## src/gllp_pkg.sv

```systemverilog
`timescale 1ns / 1ps
// Shared types and constants of the GIF literal LZW packer.
// Used by the front end, the back end and the top level. No dependencies.
package gllp_pkg;

	localparam logic [1:0] ROLE_SIZE = 2'd0;
	localparam logic [1:0] ROLE_LEN  = 2'd1;
	localparam logic [1:0] ROLE_DATA = 2'd2;
	localparam logic [1:0] ROLE_TERM = 2'd3;

	localparam logic REG_MIN_CODE_SIZE = 1'b0;
	localparam logic REG_PIXEL_COUNT   = 1'b1;

	localparam int CFG_W = 25;

	typedef struct packed {
		logic       start;
		logic [3:0] m;
		logic [7:0] code;
		logic       is_last;
		logic       clr;
	} ctl_t;

	typedef enum logic [1:0] {
		F_RUN,
		F_DIV,
		F_MUL,
		F_PAY
	} front_state_t;

	typedef enum logic [2:0] {
		B_IDLE,
		B_SIZE,
		B_ADD,
		B_EMIT,
		B_FLUSH,
		B_TERM
	} back_state_t;

endpackage

```

## src/gif_literal_lzw_packer_unit.sv

```systemverilog
`timescale 1ns / 1ps
// GIF literal LZW packer top level: configuration registers, front end, command
// queue and back end. Depends on gllp_pkg, gllp_front, gllp_queue and gllp_back.
// A pixel inside a frame is queued on acceptance, one per cycle until the queue fills.
// The back end takes a command, emits the size byte at frame start, adds each code to
// the bit accumulator, emits each output byte and, at frame end, flushes any pending
// bits; it emits at most one byte per cycle. The first pixel of a frame holds off the
// input while the serial divider and the multiplier size the payload. Reset clears
// all control state; min_code_size resets to 2 and pixel_count to 1.
module gif_literal_lzw_packer_unit #(
	parameter int PIXEL_COUNT_BITS = 24,
	parameter int QUEUE_DEPTH = 4
) (
	input  logic                       clk,
	input  logic                       arst_n,
	input  logic                       s_tvalid,
	output logic                       s_tready,
	input  logic [7:0]                 s_tdata,    // pixel_index
	output logic                       m_tvalid,
	input  logic                       m_tready,
	output logic [7:0]                 m_tdata,    // out_byte
	output logic [1:0]                 m_tuser,    // byte_role
	output logic                       m_tlast,    // last_byte
	input  logic                       cfg_we,
	input  logic                       cfg_index,
	input  logic [gllp_pkg::CFG_W-1:0] cfg_data
);
	import gllp_pkg::*;

	localparam int PAY_W = PIXEL_COUNT_BITS + 2;
	localparam int QW    = $bits(ctl_t) + PAY_W;

	logic [3:0]       min_code_size_q;
	logic [CFG_W-1:0] pixel_count_q;
	logic             q_full;
	logic             q_empty;
	logic             q_push;
	logic             q_pop;
	ctl_t             push_ctl;
	logic [PAY_W-1:0] push_pay;
	ctl_t             rd_ctl;
	logic [PAY_W-1:0] rd_pay;
	logic [QW-1:0]    rd_data;

	always_ff @(posedge clk or negedge arst_n) begin
		if (!arst_n) begin
			min_code_size_q <= 4'd2;
			pixel_count_q   <= CFG_W'(1);
		end else if (cfg_we) begin
			if (cfg_index == REG_MIN_CODE_SIZE) begin
				min_code_size_q <= cfg_data[3:0];
			end else if (cfg_index == REG_PIXEL_COUNT) begin
				pixel_count_q <= cfg_data;
			end
		end
	end

	gllp_front #(
		.PIXEL_COUNT_BITS(PIXEL_COUNT_BITS),
		.PAY_W(PAY_W)
	) u_front (
		.clk(clk),
		.arst_n(arst_n),
		.s_tvalid(s_tvalid),
		.s_tready(s_tready),
		.s_tdata(s_tdata),
		.cfg_m(min_code_size_q),
		.cfg_n(pixel_count_q),
		.q_full(q_full),
		.push(q_push),
		.push_ctl(push_ctl),
		.push_pay(push_pay)
	);

	gllp_queue #(
		.WIDTH(QW),
		.DEPTH(QUEUE_DEPTH)
	) u_queue (
		.clk(clk),
		.arst_n(arst_n),
		.push(q_push),
		.wr_data({push_ctl, push_pay}),
		.pop(q_pop),
		.rd_data(rd_data),
		.full(q_full),
		.empty(q_empty)
	);

	assign {rd_ctl, rd_pay} = rd_data;

	gllp_back #(
		.PAY_W(PAY_W)
	) u_back (
		.clk(clk),
		.arst_n(arst_n),
		.q_empty(q_empty),
		.pop(q_pop),
		.q_ctl(rd_ctl),
		.q_pay(rd_pay),
		.m_tvalid(m_tvalid),
		.m_tready(m_tready),
		.m_tdata(m_tdata),
		.m_tuser(m_tuser),
		.m_tlast(m_tlast)
	);

endmodule

```

## src/gllp_queue.sv

```systemverilog
`timescale 1ns / 1ps
// Short register queue between the front end and the back end.
// Generic width and depth; no package dependency.
module gllp_queue #(
	parameter int WIDTH = 8,
	parameter int DEPTH = 4
) (
	input  logic             clk,
	input  logic             arst_n,
	input  logic             push,
	input  logic [WIDTH-1:0] wr_data,
	input  logic             pop,
	output logic [WIDTH-1:0] rd_data,
	output logic             full,
	output logic             empty
);
	localparam int PW = (DEPTH > 1) ? $clog2(DEPTH) : 1;
	localparam int CW = $clog2(DEPTH + 1);

	logic [WIDTH-1:0] mem_q [DEPTH];
	logic [PW-1:0]    wr_ptr_q;
	logic [PW-1:0]    rd_ptr_q;
	logic [CW-1:0]    count_q;

	assign full    = (count_q == CW'(DEPTH));
	assign empty   = (count_q == '0);
	assign rd_data = mem_q[rd_ptr_q];

	always_ff @(posedge clk) begin
		if (push) begin
			mem_q[wr_ptr_q] <= wr_data;
		end
	end

	always_ff @(posedge clk or negedge arst_n) begin
		if (!arst_n) begin
			wr_ptr_q <= '0;
			rd_ptr_q <= '0;
			count_q  <= '0;
		end else begin
			if (push) begin
				wr_ptr_q <= (wr_ptr_q == PW'(DEPTH - 1)) ? '0 : wr_ptr_q + 1'b1;
			end
			if (pop) begin
				rd_ptr_q <= (rd_ptr_q == PW'(DEPTH - 1)) ? '0 : rd_ptr_q + 1'b1;
			end
			if (push && !pop) begin
				count_q <= count_q + 1'b1;
			end else if (pop && !push) begin
				count_q <= count_q - 1'b1;
			end
		end
	end

endmodule

```

## src/gllp_front.sv

```systemverilog
`timescale 1ns / 1ps
// Front end: accepts pixel transactions, sizes the frame payload at frame start
// and queues one classified command per pixel. Depends on gllp_pkg.
module gllp_front #(
	parameter int PIXEL_COUNT_BITS = 24,
	parameter int PAY_W = PIXEL_COUNT_BITS + 2
) (
	input  logic                      clk,
	input  logic                      arst_n,
	input  logic                      s_tvalid,
	output logic                      s_tready,
	input  logic [7:0]                s_tdata,   // pixel_index
	input  logic [3:0]                cfg_m,
	input  logic [gllp_pkg::CFG_W-1:0] cfg_n,
	input  logic                      q_full,
	output logic                      push,
	output gllp_pkg::ctl_t            push_ctl,
	output logic [PAY_W-1:0]          push_pay
);
	import gllp_pkg::*;

	localparam int PCB    = PIXEL_COUNT_BITS;
	localparam int CNT_W  = PCB + 1;
	localparam int EXT_W  = (CNT_W > CFG_W) ? CNT_W : CFG_W;
	localparam int SUM_W  = CNT_W + 1;
	localparam int PROD_W = SUM_W + 4;
	localparam int DCW    = $clog2(PCB);

	front_state_t     state_q, state_d;
	logic [3:0]       frame_m_q;
	logic [CNT_W-1:0] frame_n_q;
	logic [7:0]       run_q;
	logic [7:0]       code_hold_q;
	logic [CNT_W-1:0] pixels_taken_q;
	logic [7:0]       literal_run_q;
	logic [PCB-1:0]   dvd_q;
	logic [PCB-1:0]   quo_q;
	logic [7:0]       rem_q;
	logic [DCW-1:0]   div_cnt_q;
	logic [PROD_W-1:0] bits_q;

	logic             accept;
	logic             start_take;
	logic             div_step;
	logic             mul_step;
	logic             start_push;
	logic [3:0]       m_clamp;
	logic [EXT_W-1:0] n_ext;
	logic [CNT_W-1:0] n_clamp;
	logic [8:0]       rem_sh;
	logic             rem_ge;
	logic [CNT_W:0]   taken_inc;
	logic [8:0]       lit_inc;
	logic             px_last;
	logic             px_clr;
	logic [7:0]       code_mask;
	logic [7:0]       code_raw;
	logic [SUM_W-1:0] sum;
	logic [PROD_W-1:0] bits_rnd;

	always_comb begin
		if (cfg_m < 4'd2) begin
			m_clamp = 4'd2;
		end else if (cfg_m > 4'd8) begin
			m_clamp = 4'd8;
		end else begin
			m_clamp = cfg_m;
		end
		n_ext = EXT_W'(cfg_n);
		if (n_ext == '0) begin
			n_ext = EXT_W'(1);
		end else if (n_ext > (EXT_W'(1) << PCB)) begin
			n_ext = EXT_W'(1) << PCB;
		end
		n_clamp = CNT_W'(n_ext);
	end

	assign rem_sh    = {rem_q, dvd_q[PCB-1]};
	assign rem_ge    = (rem_sh >= {1'b0, run_q});
	assign taken_inc = {1'b0, pixels_taken_q} + 1'b1;
	assign lit_inc   = {1'b0, literal_run_q} + 1'b1;
	assign px_last   = (taken_inc >= {1'b0, frame_n_q});
	assign px_clr    = !px_last && (lit_inc >= {1'b0, run_q});
	assign code_mask = 8'(8'hFF >> (4'd8 - frame_m_q));
	assign code_raw  = start_push ? code_hold_q : s_tdata;
	assign sum       = SUM_W'(frame_n_q) + SUM_W'(quo_q) + SUM_W'(2);
	assign bits_rnd  = bits_q + PROD_W'(7);

	always_comb begin
		state_d = state_q;
		unique case (state_q)
			F_RUN: begin
				if (accept && pixels_taken_q == '0) begin
					state_d = F_DIV;
				end
			end
			F_DIV: begin
				if (div_cnt_q == DCW'(PCB - 1)) begin
					state_d = F_MUL;
				end
			end
			F_MUL: state_d = F_PAY;
			F_PAY: state_d = F_RUN;
			default: state_d = F_RUN;
		endcase
	end

	always_comb begin
		s_tready   = 1'b0;
		div_step   = 1'b0;
		mul_step   = 1'b0;
		start_push = 1'b0;
		unique case (state_q)
			F_RUN: s_tready = !q_full;
			F_DIV: div_step = 1'b1;
			F_MUL: mul_step = 1'b1;
			F_PAY: start_push = 1'b1;
			default: s_tready = 1'b0;
		endcase
	end

	assign accept     = s_tvalid && s_tready;
	assign start_take = accept && (pixels_taken_q == '0);
	assign push       = (accept && (pixels_taken_q != '0)) || start_push;

	always_comb begin
		push_ctl.start   = start_push;
		push_ctl.m       = frame_m_q;
		push_ctl.code    = code_raw & code_mask;
		push_ctl.is_last = px_last;
		push_ctl.clr     = px_clr;
		push_pay         = PAY_W'(bits_rnd >> 3);
	end

	always_ff @(posedge clk) begin
		if (start_take) begin
			code_hold_q <= s_tdata;
			dvd_q       <= PCB'(n_clamp - 1'b1);
			quo_q       <= '0;
			rem_q       <= '0;
		end else if (div_step) begin
			dvd_q <= {dvd_q[PCB-2:0], 1'b0};
			quo_q <= {quo_q[PCB-2:0], rem_ge};
			rem_q <= rem_ge ? 8'(rem_sh - {1'b0, run_q}) : rem_sh[7:0];
		end
		if (mul_step) begin
			bits_q <= PROD_W'(sum) * PROD_W'({1'b0, frame_m_q} + 5'd1);
		end
	end

	always_ff @(posedge clk or negedge arst_n) begin
		if (!arst_n) begin
			state_q        <= F_RUN;
			frame_m_q      <= 4'd2;
			frame_n_q      <= CNT_W'(1);
			run_q          <= 8'd2;
			pixels_taken_q <= '0;
			literal_run_q  <= '0;
			div_cnt_q      <= '0;
		end else begin
			state_q <= state_d;
			if (start_take) begin
				frame_m_q <= m_clamp;
				frame_n_q <= n_clamp;
				run_q     <= 8'((9'd1 << m_clamp) - 9'd2);
				div_cnt_q <= '0;
			end else if (div_step) begin
				div_cnt_q <= div_cnt_q + 1'b1;
			end
			if (push) begin
				if (px_last) begin
					pixels_taken_q <= '0;
					literal_run_q  <= '0;
				end else begin
					pixels_taken_q <= taken_inc[CNT_W-1:0];
					literal_run_q  <= px_clr ? 8'd0 : lit_inc[7:0];
				end
			end
		end
	end

endmodule

```

## src/gllp_back.sv

```systemverilog
`timescale 1ns / 1ps
// Back end: turns queued commands into codes, packs them LSB first into bytes,
// frames sub-blocks and drives the output register. Depends on gllp_pkg.
module gllp_back #(
	parameter int PAY_W = 26
) (
	input  logic             clk,
	input  logic             arst_n,
	input  logic             q_empty,
	output logic             pop,
	input  gllp_pkg::ctl_t   q_ctl,
	input  logic [PAY_W-1:0] q_pay,
	output logic             m_tvalid,
	input  logic             m_tready,
	output logic [7:0]       m_tdata,   // out_byte
	output logic [1:0]       m_tuser,   // byte_role
	output logic             m_tlast    // last_byte
);
	import gllp_pkg::*;

	localparam logic [1:0] PH_START = 2'd0;
	localparam logic [1:0] PH_LIT   = 2'd1;
	localparam logic [1:0] PH_TAIL  = 2'd2;

	back_state_t      state_q, state_d;
	ctl_t             ctl_q;
	logic [1:0]       phase_q, phase_d;
	logic [15:0]      acc_q, acc_d;
	logic [4:0]       cnt_q, cnt_d;
	logic [7:0]       block_q, block_d;
	logic [PAY_W-1:0] pay_q, pay_d;
	logic             out_valid_q;
	logic [7:0]       out_data_q;
	logic [1:0]       out_role_q;
	logic             out_last_q;

	logic             adv;
	logic             emit;
	logic [7:0]       emit_byte;
	logic [1:0]       emit_role;
	logic             emit_last;
	logic [3:0]       w;
	logic [8:0]       clear9;
	logic [8:0]       code_cur;
	logic [15:0]      acc_add;
	logic [4:0]       cnt_add;
	logic [4:0]       cnt_rem;
	logic             has2;
	logic             phase_more;
	logic [1:0]       nrem;
	logic [5:0]       tail_bits;
	logic [5:0]       size_bits;
	logic             data_last;
	logic             size_last;
	logic [7:0]       len_val;
	logic [PAY_W-1:0] pay_dec;

	assign adv      = !out_valid_q || m_tready;
	assign w        = ctl_q.m + 4'd1;
	assign clear9   = 9'd1 << ctl_q.m;
	assign has2     = ctl_q.is_last || ctl_q.clr;
	assign cnt_add  = cnt_q + 5'(w);
	assign cnt_rem  = cnt_q - 5'd8;
	assign acc_add  = acc_q | (16'(code_cur) << cnt_q);
	assign pay_dec  = (pay_q != '0) ? pay_q - 1'b1 : pay_q;
	assign len_val  = (pay_q > PAY_W'(255)) ? 8'hFF :
	                  ((pay_q == '0) ? 8'd1 : pay_q[7:0]);
	assign phase_more = (phase_q == PH_START) || (phase_q == PH_LIT && has2);
	assign tail_bits  = 6'(cnt_rem) + 6'(nrem) * 6'(w);
	assign size_bits  = 6'(w) * (6'd2 + 6'(ctl_q.clr));
	assign data_last  = !ctl_q.is_last && (tail_bits < 6'd8);
	assign size_last  = !ctl_q.is_last && (size_bits < 6'd8);

	always_comb begin
		case (phase_q)
			PH_START: code_cur = clear9;
			PH_LIT:   code_cur = {1'b0, ctl_q.code};
			default:  code_cur = ctl_q.is_last ? clear9 + 9'd1 : clear9;
		endcase
		case (phase_q)
			PH_START: nrem = 2'd1 + 2'(has2);
			PH_LIT:   nrem = 2'(has2);
			default:  nrem = 2'd0;
		endcase
	end

	always_comb begin
		state_d = state_q;
		unique case (state_q)
			B_IDLE: begin
				if (!q_empty) begin
					state_d = q_ctl.start ? B_SIZE : B_ADD;
				end
			end
			B_SIZE: begin
				if (adv) begin
					state_d = B_ADD;
				end
			end
			B_ADD: begin
				if (cnt_add >= 5'd8) begin
					state_d = B_EMIT;
				end else if (phase_more) begin
					state_d = B_ADD;
				end else if (ctl_q.is_last) begin
					state_d = B_FLUSH;
				end else begin
					state_d = B_IDLE;
				end
			end
			B_EMIT: begin
				if (adv && block_q != 8'd0 && cnt_rem < 5'd8) begin
					if (phase_more) begin
						state_d = B_ADD;
					end else if (ctl_q.is_last) begin
						state_d = B_FLUSH;
					end else begin
						state_d = B_IDLE;
					end
				end
			end
			B_FLUSH: begin
				if (cnt_q == 5'd0) begin
					state_d = B_TERM;
				end else if (adv && block_q != 8'd0) begin
					state_d = B_TERM;
				end
			end
			B_TERM: begin
				if (adv) begin
					state_d = B_IDLE;
				end
			end
			default: state_d = B_IDLE;
		endcase
	end

	always_comb begin
		pop       = 1'b0;
		emit      = 1'b0;
		emit_byte = 8'd0;
		emit_role = ROLE_DATA;
		emit_last = 1'b0;
		phase_d   = phase_q;
		acc_d     = acc_q;
		cnt_d     = cnt_q;
		block_d   = block_q;
		pay_d     = pay_q;
		unique case (state_q)
			B_IDLE: begin
				if (!q_empty) begin
					pop = 1'b1;
					if (q_ctl.start) begin
						phase_d = PH_START;
						acc_d   = '0;
						cnt_d   = '0;
						block_d = '0;
						pay_d   = q_pay;
					end else begin
						phase_d = PH_LIT;
					end
				end
			end
			B_SIZE: begin
				if (adv) begin
					emit      = 1'b1;
					emit_byte = {4'd0, ctl_q.m};
					emit_role = ROLE_SIZE;
					emit_last = size_last;
				end
			end
			B_ADD: begin
				acc_d = acc_add;
				cnt_d = cnt_add;
				if (cnt_add < 5'd8 && phase_more) begin
					phase_d = phase_q + 2'd1;
				end
			end
			B_EMIT: begin
				if (adv) begin
					emit = 1'b1;
					if (block_q == 8'd0) begin
						emit_byte = len_val;
						emit_role = ROLE_LEN;
						block_d   = len_val;
					end else begin
						emit_byte = acc_q[7:0];
						emit_role = ROLE_DATA;
						emit_last = (cnt_rem < 5'd8) && data_last;
						acc_d     = acc_q >> 8;
						cnt_d     = cnt_rem;
						block_d   = block_q - 8'd1;
						pay_d     = pay_dec;
						if (cnt_rem < 5'd8 && phase_more) begin
							phase_d = phase_q + 2'd1;
						end
					end
				end
			end
			B_FLUSH: begin
				if (cnt_q != 5'd0 && adv) begin
					emit = 1'b1;
					if (block_q == 8'd0) begin
						emit_byte = len_val;
						emit_role = ROLE_LEN;
						block_d   = len_val;
					end else begin
						emit_byte = acc_q[7:0];
						emit_role = ROLE_DATA;
						cnt_d     = '0;
						block_d   = block_q - 8'd1;
						pay_d     = pay_dec;
					end
				end
			end
			B_TERM: begin
				if (adv) begin
					emit      = 1'b1;
					emit_byte = 8'd0;
					emit_role = ROLE_TERM;
					emit_last = 1'b1;
					acc_d     = '0;
					cnt_d     = '0;
					block_d   = '0;
					pay_d     = '0;
				end
			end
			default: pop = 1'b0;
		endcase
	end

	always_ff @(posedge clk) begin
		if (pop) begin
			ctl_q <= q_ctl;
		end
		if (emit) begin
			out_data_q <= emit_byte;
			out_role_q <= emit_role;
			out_last_q <= emit_last;
		end
	end

	always_ff @(posedge clk or negedge arst_n) begin
		if (!arst_n) begin
			state_q     <= B_IDLE;
			phase_q     <= PH_LIT;
			acc_q       <= '0;
			cnt_q       <= '0;
			block_q     <= '0;
			pay_q       <= '0;
			out_valid_q <= 1'b0;
		end else begin
			state_q <= state_d;
			phase_q <= phase_d;
			acc_q   <= acc_d;
			cnt_q   <= cnt_d;
			block_q <= block_d;
			pay_q   <= pay_d;
			if (emit) begin
				out_valid_q <= 1'b1;
			end else if (m_tready) begin
				out_valid_q <= 1'b0;
			end
		end
	end

	assign m_tvalid = out_valid_q;
	assign m_tdata  = out_data_q;
	assign m_tuser  = out_role_q;
	assign m_tlast  = out_last_q;

endmodule
```

## config.mk

```make
export PLATFORM = sky130hd
export DESIGN_NAME = gif_literal_lzw_packer_unit
export DESIGN_NICKNAME = d
export VERILOG_FILES = /design/src/gllp_pkg.sv /design/src/gif_literal_lzw_packer_unit.sv /design/src/gllp_queue.sv /design/src/gllp_front.sv /design/src/gllp_back.sv
export SDC_FILE = /design/constraint.sdc
export NUM_CORES = 1
export LEC_CHECK = 0
export ABC_CLOCK_PERIOD_IN_PS = 8130
export BUFFER_PORTS_ARGS = -buffer_cell sky130_fd_sc_hd__buf_2
export CAP_MARGIN = 30
export CORE_UTILIZATION = 25
export DETAILED_ROUTE_END_ITERATION = 10
export GPL_ROUTABILITY_DRIVEN = 0
export GPL_TIMING_DRIVEN = 0
export MAX_ROUTING_LAYER = met4
export PLACE_DENSITY_LB_ADDON = 0.05
export SETUP_SLACK_MARGIN = 0.1
export SLEW_MARGIN = 30
export SYNTH_ARGS = -nofsm -noshare
export SYNTH_HDL_FRONTEND = slang
export SYNTH_SLANG_ARGS = --single-unit
```

## constraint.sdc

```tcl
create_clock -name clk -period 8.13 [get_ports clk]
set_clock_uncertainty 0.1 [all_clocks]
set_input_delay 2.0325 -clock clk [delete_from_list [all_inputs] [get_ports clk]]
set_output_delay 2.0325 -clock clk [all_outputs]
set_load 0.02 [all_outputs]
```

==> impl_metrics.toml <==
[run_status]
outcome = "finished, final reports clean"

[cells_and_area]
n_fill_cell = 11586
drive_gt1_share_pct = 11.3
fin_util_pct = 29.1
layout_commonest_cell = "edfxtp_1"
fin_nets = 3043
final_area_um2 = 32200
layout_common_cells = "250 x edfxtp_1, 247 x nor2_1, 217 x nand2_1"
syn_to_final_growth_pct = 15.6

[die]
initial_core_util_pct = 25.2
fp.dieW_um = 336
die_area_um2 = 113000
die_h_um = 336
pin_count = 52
num_rows = 122
coreArea_um2 = 111000

[synth]
synth.top_cell.area_share_pct = 26.9
synth_mux_area_share_pct = 6.57
avgSynthCellArea_um2 = 10.6
synth_area_leader_cell = "edfxtp_1"
synth_top_family_by_area = "simple AND/OR/NAND/NOR gates"
synth-simple-area-share_pct = 13.9
synth_area_um2 = 27900
ys_seq_elements = 456
synth_cell_type_count = 101
yosys_warnings = 0
synthCells = 2638
synth-edff-count = 250
ys_seq_area_share_pct = 44.8
synthTopCellsByArea = "edfxtp_1 27%, dfrtp_1 15%, ha_1 7.6%, fa_1 5.7%, mux4_2 3.4%"
synth_fa_ha_area_share_pct = 13.2
synthFlopType = "edfxtp_1"
synth_nets = 2925
synthXorXnorAreaFrac_pct = 4.10
synth_async_sr_flop_share_pct = 38.2
synth_compound_area_share_pct = 12.9

[worst_setup_path]
worst-path-max-fanout = 6
end_kind = "register"
critical_path.slowest_cell = "fa_1"
cpPeakStageDelay_ns = 0.54
cp_data_arrival_time_ns = 7.71
cp-start-kind = "register"
cp_common_cell = "inv_1"
ff2ff_path_depth = 29
worstSetupPathType = "register to register"
worstPathRequired_ns = 8.40

[grt]
grt_use_met2_pct = 25.3
grt_max_degree = 60
top_usage_layer = "met2"
grt_pass1_vias = 20250
antenna_found_initial = 1
grt_use_met3_pct = 1.85
grt_pass1_wl_um = 125000
overflow = 0
use_met1_pct = 18.5
track_usage_pct = 14.9

[detailed_routing]
postRouteAntennaNets = 0
drt_iter0_drc = 949
route.detailed.wl_per_inst_um = 18.9
vias = 19749
dr.pass1.iters = 4
vias_per_cell = 4.60
drc = 0
wirelength_um = 81300

[cts]
cts_inserted_buffers = 58
cts_hold_buffers = 0
ctsRootBufferMaster = "clkbuf_16"
clock-sinks = 456
path_clk_slew_ns = 0.06
htreeDepth = 2
clock_path_buffers = 3
insertion_delay_ns = 0.65
cts_tree = "done"
cts_resized = 0
post-cts-setup-buffers = 0

[sta]
min_period_ns = 7.44
fin_ws_ns = 0.692
slew_headroom_pct = 36.1
final-hold-violation-count = 0
final_max_slew_viol_count = 0
fin_crit_sh_pct = 91.5
worst_pin_slew_ns = 0.934
fmax_mhz = 134
rsz0062_at_grt = "false"
tns_ns = 0
setup_viol = 0

[place]
place_area_um2 = 30200
port_buffers = 51
pre_cts_ws_ns = 0.471
dp_hpwl_um = 61900

[worst_hold_path]
hold_class = "register to register"
holdPathStages = 2

[pwr]
power_density_nw_per_um2 = 271
power_leakage_nw = 13.0
ir_drop_mv = 0.202

[run]
cap_violations = 0
==> flip-flops by register name, summed over array words and instances (netlist names), 14 cells and up <==
| name | flops |
|---|---|
| pixel_count_q | 25 |
| u_back.acc_q | 16 |
| u_back.ctl_q | 14 |
| u_back.pay_q | 26 |
| u_front.bits_q | 29 |
| u_front.dvd_q | 24 |
| u_front.frame_n_q | 25 |
| u_front.pixels_taken_q | 25 |
| u_front.quo_q | 24 |
| u_queue.mem_q | 164 |
==> synth_stat cells, types with 16 or more instances <==
master	n
mux4_2	42
fa_1	79
clkbuf_1	81
inv_1	199
nand2b_1	44
dfrtp_1	168
ha_1	169
a211oi_1	17
nand3_1	50
o31ai_1	16
and2_1	32
mux2i_1	48
and3_1	23
or3_1	17
xnor2_1	78
dfxtp_1	32
edfxtp_1	250
a22oi_1	32
o21ai_1	17
a22o_1	17
a31oi_1	16
mux2_2	36
nor2_1	248
a21oi_1	130
a21o_1	43
nor2b_1	32
nand4_1	26
buf_2	17
nor3_1	43
nand2_1	217
o21ai_0	171
xor2_1	50
==> where the power goes <==
group | total, mW | internal, mW | switching [mW]
clock network | 2.67 | 1.60 | 1.07
logic | 2.91 | 1.11 | 1.80
registers | 3.15 | 2.88 | 0.267
total | 8.73 | 5.59 | 3.13
==> critical path, delay by kind of cell, from the launching register on <==
| kind | cells | cell delay, ns |
|---|---|---|
| AOI/OAI and AO/OA | 11 | 2.20 |
| adders and majority gates | 7 | 2.84 |
| xor gates and xnor gates | 2 | 0.75 |
| and+or+nand+nor | 4 | 0.47 |
| DFF | 1 | 0.38 |
| buffers and inverters | 5 | 0.40 |
==> per-layer routing <==
metal	share of wire [%]	up-vias	wire length [µm]
met2	49	248	40100
met4	2.5	0	2030
met5	0	-	0
met3	2.7	97	2170
met1	45	9758	36900
li1	-	9646	-
==> cell type report <==
cell class                      instances  area (µm²)  share of cell area [%]
Multi-Input combinational cell       1868       14200                    44.1
Sequential cell                       456       12500                    38.8
Tap cell                             1488        1860                    5.77
Clock buffer                           72        1590                    4.92
Inverter                              203         763                    2.37
Buffer                                111         480                    1.49
Timing Repair Buffer                   58         435                    1.35
Clock inverter                         37         387                    1.20
Antenna cell                            2        5.00                  0.0155
==> kinds of logic (layout without fill, tap and decap cells) <==
| logic type | Yosys count | after routing |
|---|---|---|
| multiplexers | 126 | 126 |
| buffers and inverters | 314 | 481 |
| adder cells (fa/ha/maj) | 248 | 248 |
| AND/OR/NAND/NOR | 798 | 798 |
| flip-flops | 456 | 456 |
| AO/OA/AOI/OAI | 566 | 566 |
| other | 1 | 3 |
| XOR/XNOR | 129 | 129 |
==> final timing paths <==
kind | start | to | slack (ns)
min | u_back.acc_q[1]$_DFFE_PN0P_ | u_back.acc_q[1]$_DFFE_PN0P_ | 0.39
max in group asynchronous | arst_n | pixel_count_q[0]$_DFFE_PN1P_ | 5.52
max reg2reg | u_front.frame_n_q[1]$_DFFE_PN0P_ | u_front.bits_q[28]$_DFFE_PP_ | 0.69
min in group asynchronous | arst_n | u_back.pay_q[19]$_DFFE_PN0P_ | 1.22
min reg2reg | u_back.acc_q[1]$_DFFE_PN0P_ | u_back.acc_q[1]$_DFFE_PN0P_ | 0.39
max | u_front.frame_n_q[1]$_DFFE_PN0P_ | u_front.bits_q[28]$_DFFE_PP_ | 0.69
==> per-stage QoR <==
step	hold WS [ns]	cells	power (mW)
after floorplan	0.344	2638	5.17
after global placement	0.375	4177	6.12
after detailed placement	0.383	4184	6.17
after CTS	0.397	4293	8.91
after global routing	0.410	4294	9.33
final	0.391	4295	8.73
Power figures use the tool's default switching activity.
